File: src/hdl/sts_pkg.sv
// ----------------------------------------------------------------------------
// Sorted table search package
// Shared widths, register and mode codes, request types and engine states.
// ----------------------------------------------------------------------------
package sts_pkg;

    // Table geometry and word sizes
    localparam int TABLE_DEPTH = 1024;
    localparam int ADDR_W      = 10;
    localparam int CNT_W       = 11;
    localparam int DATA_W      = 32;
    localparam int MODE_W      = 2;
    localparam int STRIDE_W    = 6;

    // Request queue between the front end and the search engine
    localparam int QUEUE_DEPTH = 2;
    localparam int QPTR_W      = 1;

    // Configuration port
    localparam int PADDR_W = 4;
    localparam int PDATA_W = 32;

    // Register indexes (byte address bits [3:2])
    localparam logic [1:0] REG_TABLE_SIZE  = 2'd0;
    localparam logic [1:0] REG_SEARCH_MODE = 2'd1;
    localparam logic [1:0] REG_JUMP_STRIDE = 2'd2;

    // Search methods
    localparam logic [MODE_W-1:0] MODE_LINEAR    = 2'd0;
    localparam logic [MODE_W-1:0] MODE_TWO_ENDED = 2'd1;
    localparam logic [MODE_W-1:0] MODE_BINARY    = 2'd2;
    localparam logic [MODE_W-1:0] MODE_JUMP      = 2'd3;

    // Register reset values
    localparam logic [CNT_W-1:0]    TABLE_SIZE_RST  = '0;
    localparam logic [MODE_W-1:0]   SEARCH_MODE_RST = MODE_BINARY;
    localparam logic [STRIDE_W-1:0] JUMP_STRIDE_RST = 6'd1;

    // Input request as seen on the port
    typedef struct packed {
        logic                     func;
        logic [ADDR_W-1:0]        entry_index;
        logic signed [DATA_W-1:0] entry_value;
        logic signed [DATA_W-1:0] search_key;
    } in_t;

    // Result as seen on the port
    typedef struct packed {
        logic              found;
        logic [ADDR_W-1:0] found_index;
    } out_t;

    // Request kind after classification
    typedef enum logic {
        OP_WRITE  = 1'b0,
        OP_SEARCH = 1'b1
    } op_t;

    // Classified request held in the queue
    typedef struct packed {
        op_t                      op;
        logic [ADDR_W-1:0]        index;
        logic signed [DATA_W-1:0] data;
    } cmd_t;

    // Search engine states
    typedef enum logic [2:0] {
        B_IDLE,
        B_LIN,
        B_TWO,
        B_BIN_RD,
        B_BIN_CMP,
        B_JMP1,
        B_JMP2,
        B_DONE
    } bst_t;

endpackage

File: src/hdl/sts_front.sv
// ----------------------------------------------------------------------------
// Sorted table search front end
// Accepts requests, classifies them as table writes or searches and holds
// them in a short queue for the search engine.
// ----------------------------------------------------------------------------
module sts_front (
    input  logic          clk,
    input  logic          rst_n,
    input  logic          in_valid,
    output logic          in_ready,
    input  sts_pkg::in_t  in_data,
    output logic          q_vld,
    output sts_pkg::cmd_t q_cmd,
    input  logic          q_pop
);
    import sts_pkg::*;

    cmd_t              q_mem_reg [QUEUE_DEPTH];
    logic [QPTR_W-1:0] wr_ptr_reg;
    logic [QPTR_W-1:0] wr_ptr_next;
    logic [QPTR_W-1:0] rd_ptr_reg;
    logic [QPTR_W-1:0] rd_ptr_next;
    logic [QPTR_W:0]   cnt_reg;
    logic [QPTR_W:0]   cnt_next;
    cmd_t              cls_cmd;
    logic              push;

    // Classify the incoming request; a search carries its key, a write its word
    always_comb
    begin
        cls_cmd.op    = in_data.func ? OP_SEARCH : OP_WRITE;
        cls_cmd.index = in_data.entry_index;
        cls_cmd.data  = in_data.func ? in_data.search_key : in_data.entry_value;
    end

    // Queue handshake
    assign in_ready = (cnt_reg != (QPTR_W+1)'(QUEUE_DEPTH));
    assign push     = in_valid && in_ready;
    assign q_vld    = (cnt_reg != '0);
    assign q_cmd    = q_mem_reg[rd_ptr_reg];

    // Pointer and fill count update
    always_comb
    begin
        wr_ptr_next = push  ? wr_ptr_reg + 1'b1 : wr_ptr_reg;
        rd_ptr_next = q_pop ? rd_ptr_reg + 1'b1 : rd_ptr_reg;
        cnt_next    = cnt_reg;
        if (push && !q_pop)
        begin
            cnt_next = cnt_reg + 1'b1;
        end
        else if (!push && q_pop)
        begin
            cnt_next = cnt_reg - 1'b1;
        end
    end

    // Control registers
    always_ff @(posedge clk or negedge rst_n)
    begin
        if (!rst_n)
        begin
            wr_ptr_reg <= '0;
            rd_ptr_reg <= '0;
            cnt_reg    <= '0;
        end
        else
        begin
            wr_ptr_reg <= wr_ptr_next;
            rd_ptr_reg <= rd_ptr_next;
            cnt_reg    <= cnt_next;
        end
    end

    // Queue storage
    always_ff @(posedge clk)
    begin
        if (push)
        begin
            q_mem_reg[wr_ptr_reg] <= cls_cmd;
        end
    end

    // The engine never pops an empty queue.
    a_pop_not_empty: assert property (@(posedge clk) disable iff (!rst_n)
        q_pop |-> (cnt_reg != '0))
        else $error("queue popped while empty");

    // A request taken while the queue is full would be lost.
    a_no_overflow: assert property (@(posedge clk) disable iff (!rst_n)
        (cnt_reg == (QPTR_W+1)'(QUEUE_DEPTH) && !q_pop) |=> (cnt_reg == $past(cnt_reg)))
        else $error("queue fill count changed while full and not popped");

endmodule

File: config.mk
export PLATFORM = sky130hd
export DESIGN_NAME = sts_front
export DESIGN_NICKNAME = d
export VERILOG_FILES = /design/src/hdl/sts_pkg.sv /design/src/hdl/sts_front.sv
export SDC_FILE = /design/constraint.sdc
export NUM_CORES = 1
export LEC_CHECK = 0
export BUFFER_PORTS_ARGS = -buffer_cell sky130_fd_sc_hd__buf_2
export CAP_MARGIN = 20
export CORE_AREA = 2 2 104 106
export DETAILED_ROUTE_END_ITERATION = 7
export DIE_AREA = 0 0 106 108
export PLACE_DENSITY = 0.74
export SYNTH_ARGS = -nofsm -noshare
export SYNTH_HDL_FRONTEND = slang
export SYNTH_SLANG_ARGS = --single-unit
File: constraint.sdc
create_clock -name clk -period 8.1 [get_ports clk]
set_input_delay 0.81 -clock clk [delete_from_list [all_inputs] [get_ports clk]]
set_output_delay 0.81 -clock clk [all_outputs]
set_load 0.1 [all_outputs]
==> run_results.csv <==
group,metric,value,unit
status,outcome,"finished, final reports clean",
timing,setup_viol,0,
clock_network,ctsHoldBuffers,0,
synthesis,netlist-cell-type-count,15,
synthesis,synth_ff_type,"edfxtp_1",
global_route,track_usage,11.5,%
clock_network,tritoncts,"done",
synthesis,synth_top_area_share,64.3,%
finish,areaGrowthSynthToFinish,22.0,%
die,die_w,106,um
timing,setup_tns,0,ns
global_route,grt_overflow_total,0,
timing,hold_violations,0,
job,max_cap_viol_count,0,
critical_path,cp_top_family,"buffers and inverters",
timing,rsz0062_at_grt,"false",
clock_network,clkSinkCount,90,
synthesis,synth_nets,268,
critical_path,crit_fanout,35,
detailed_routing,num_vias,2046,
finish,num_antenna_cells,0,
die,design.core.area,0.0102,sq mm
global_route,grt_pass1_wl,9920,um
clock_network,cts_setup_buffers,0,
die,num_rows,37,
critical_path,cp_cell_sequence,"buf_4 > mux2_2 > buf_2",
detailed_routing,dr.pass1.iters,4,
synthesis,netlist_area,0.00402,sq mm
timing,period_share,37.3,%
finish,largest_register_ffs,86,
die,dieArea,0.0114,sq mm
synthesis,syn_inst,188,
synthesis,synth_warnings,0,
detailed_routing,drt_iter0_drc,57,
placement,place_congestion,0.639,
global_route,grt_antenna_before_repair,0,
clock_network,cts_buffers,9,
placement,place_area,0.00469,sq mm
clock_network,cts.repair.resized,0,
critical_path,critPathLaunchType,"flip-flop",
synthesis,avgSynthCellArea,21.4,sq um
critical_path,critPathKind,"flip-flop to primary output",
timing,max_slew_margin,30.2,%
synthesis,ys_top_cells_by_count,"edfxtp_1, mux2_4, mux2_2",
synthesis,async_flop_share,4.44,%
placement,placed_cells,440,
critical_path,cp-end-kind,"primary output",
synthesis,ys_seq_elements,90,
detailed_routing,viasPerCell,4.49,
min_path,hp-class,"input pin to async pin",
global_route,grt_max_degree,44,
synthesis,yosysMostFrequentCell,"edfxtp_1",
die,die_h,108,um
finish,final_cell_count_no_fill,456,
critical_path,crit_required,7.29,ns
detailed_routing,drc,0,
clock_network,cts_buffer_depth,2,
timing,finClkSkew,0.0112,ns
detailed_routing,routed_wl,6500,um
finish,nets,395,
clock_network,cts-root-buf,"clkbuf_8",
synthesis,synth_edf_count,86,
timing,finalMaxSlewViolations,0,
critical_path,critPathSlowestCell,"buf_4",
clock_network,clock_latency,0.34,ns
die,io_pins,124,
global_route,grt_pass1_vias,2147,
placement,numPortBuffers,123,
detailed_routing,wire_per_inst,14.2,um
synthesis,yosysTopAreaCell,"edfxtp_1",
critical_path,slowest_delay,0.60,ns
finish,drive_gt1_share,67.8,%
finish,nFillCells,887,
clock_network,path_clk_slew,0.08,ns
critical_path,arrival,2.21,ns
finish,design_area,0.00490,sq mm
timing,max_freq,0.331,GHz
die,initial_core_util,39.3,%
critical_path,crit_buf_inv,2,
synthesis,ys_seq_area_share,66.8,%
detailed_routing,antenna_left,0,
synthesis,ys_top_cells_by_area,"edfxtp_1, mux2_4, dfrtp_1",
clock_network,htreeDepth,3,
timing,worst_pin_slew,1.05,ns
timing,period_needed,3.02,ns
[logic make-up (layout without fill, tap and decap cells)]
| group | Yosys count | after routing | share of synthesized area, % |
|---|---|---|---|
| and+or+nand+nor | 6 | 6 | 0.748 |
| DFF | 90 | 90 | 66.8 |
| adders and majority gates | 1 | 1 | 0.311 |
| muxes | 75 | 75 | 27.5 |
| buffers and inverters | 11 | 143 | 3.58 |
| xor gates and xnor gates | 5 | 5 | 1.09 |
[layout by cell type (no fill, tap or decap), types with 2 or more instances in the layout]
cell,count
buf_2,123
mux2_2,6
xnor2_1,2
clkbuf_1,2
xor2_1,3
clkinvlp_4,2
inv_1,2
mux2_4,69
bufinv_16,2
edfxtp_1,86
clkbuf_8,9
buf_4,2
dfrtp_1,3
[worst register-to-register path: stages, from the launching register on]
cell and delay [ns]:
dfrtp_1 0.42, nand2b_1 0.16, and3_2 0.89
[routing by layer]
| layer | global-route usage [%] | vias to the layer above | part of all wire, % |
|---|---|---|---|
| met5 | 0 | - | 0 |
| met4 | 6.67 | 0 | 1.7 |
| met3 | 2.77 | 8 | 5.9 |
| met2 | 20.3 | 79 | 52 |
| met1 | 12.7 | 983 | 40 |
| li1 | - | 976 | - |
[stage by stage]
stage	worst slack, ns	util, %	hold WS [ns]
floorplan	4.36	-	0.456
global placement	5.44	45.8	0.471
detailed placement	5.43	45.8	0.512
CTS	5.02	47.9	0.235
global route	4.94	47.9	0.232
finish	5.08	47.9	0.252
[area by class of cell]
class / instances / area [sq um] / area share [%]
flip-flops and latches: 90 / 2680 / 54.8
multi-input cells: 87 / 1200 / 24.5
repair buffers: 125 / 631 / 12.9
well taps: 136 / 170 / 3.47
clock buffers: 11 / 131 / 2.68
clock inverters: 5 / 78.8 / 1.61
inverters: 2 / 7.51 / 0.153
[worst paths after layout]
check | slack, ns | endpoint | cells after the start | start
max | 5.08 | q_cmd[1] | 3 | rd_ptr_reg
min in group clk | 0.52 | cnt_reg[1] | 1 | cnt_reg[1]
min reg2reg | 0.52 | cnt_reg[1] | 1 | cnt_reg[1]
max reg2reg | 6.23 | q_mem_reg[1][25] | 2 | cnt_reg[0]
min | 0.25 | cnt_reg[1] | 1 | rst_n
max in group asynchronous | 7.72 | rd_ptr_reg | 1 | rst_n
Power is left out: the tool's default activity adds up to more than one toggle a clock period on the data nets, which glitch-free logic cannot reach.
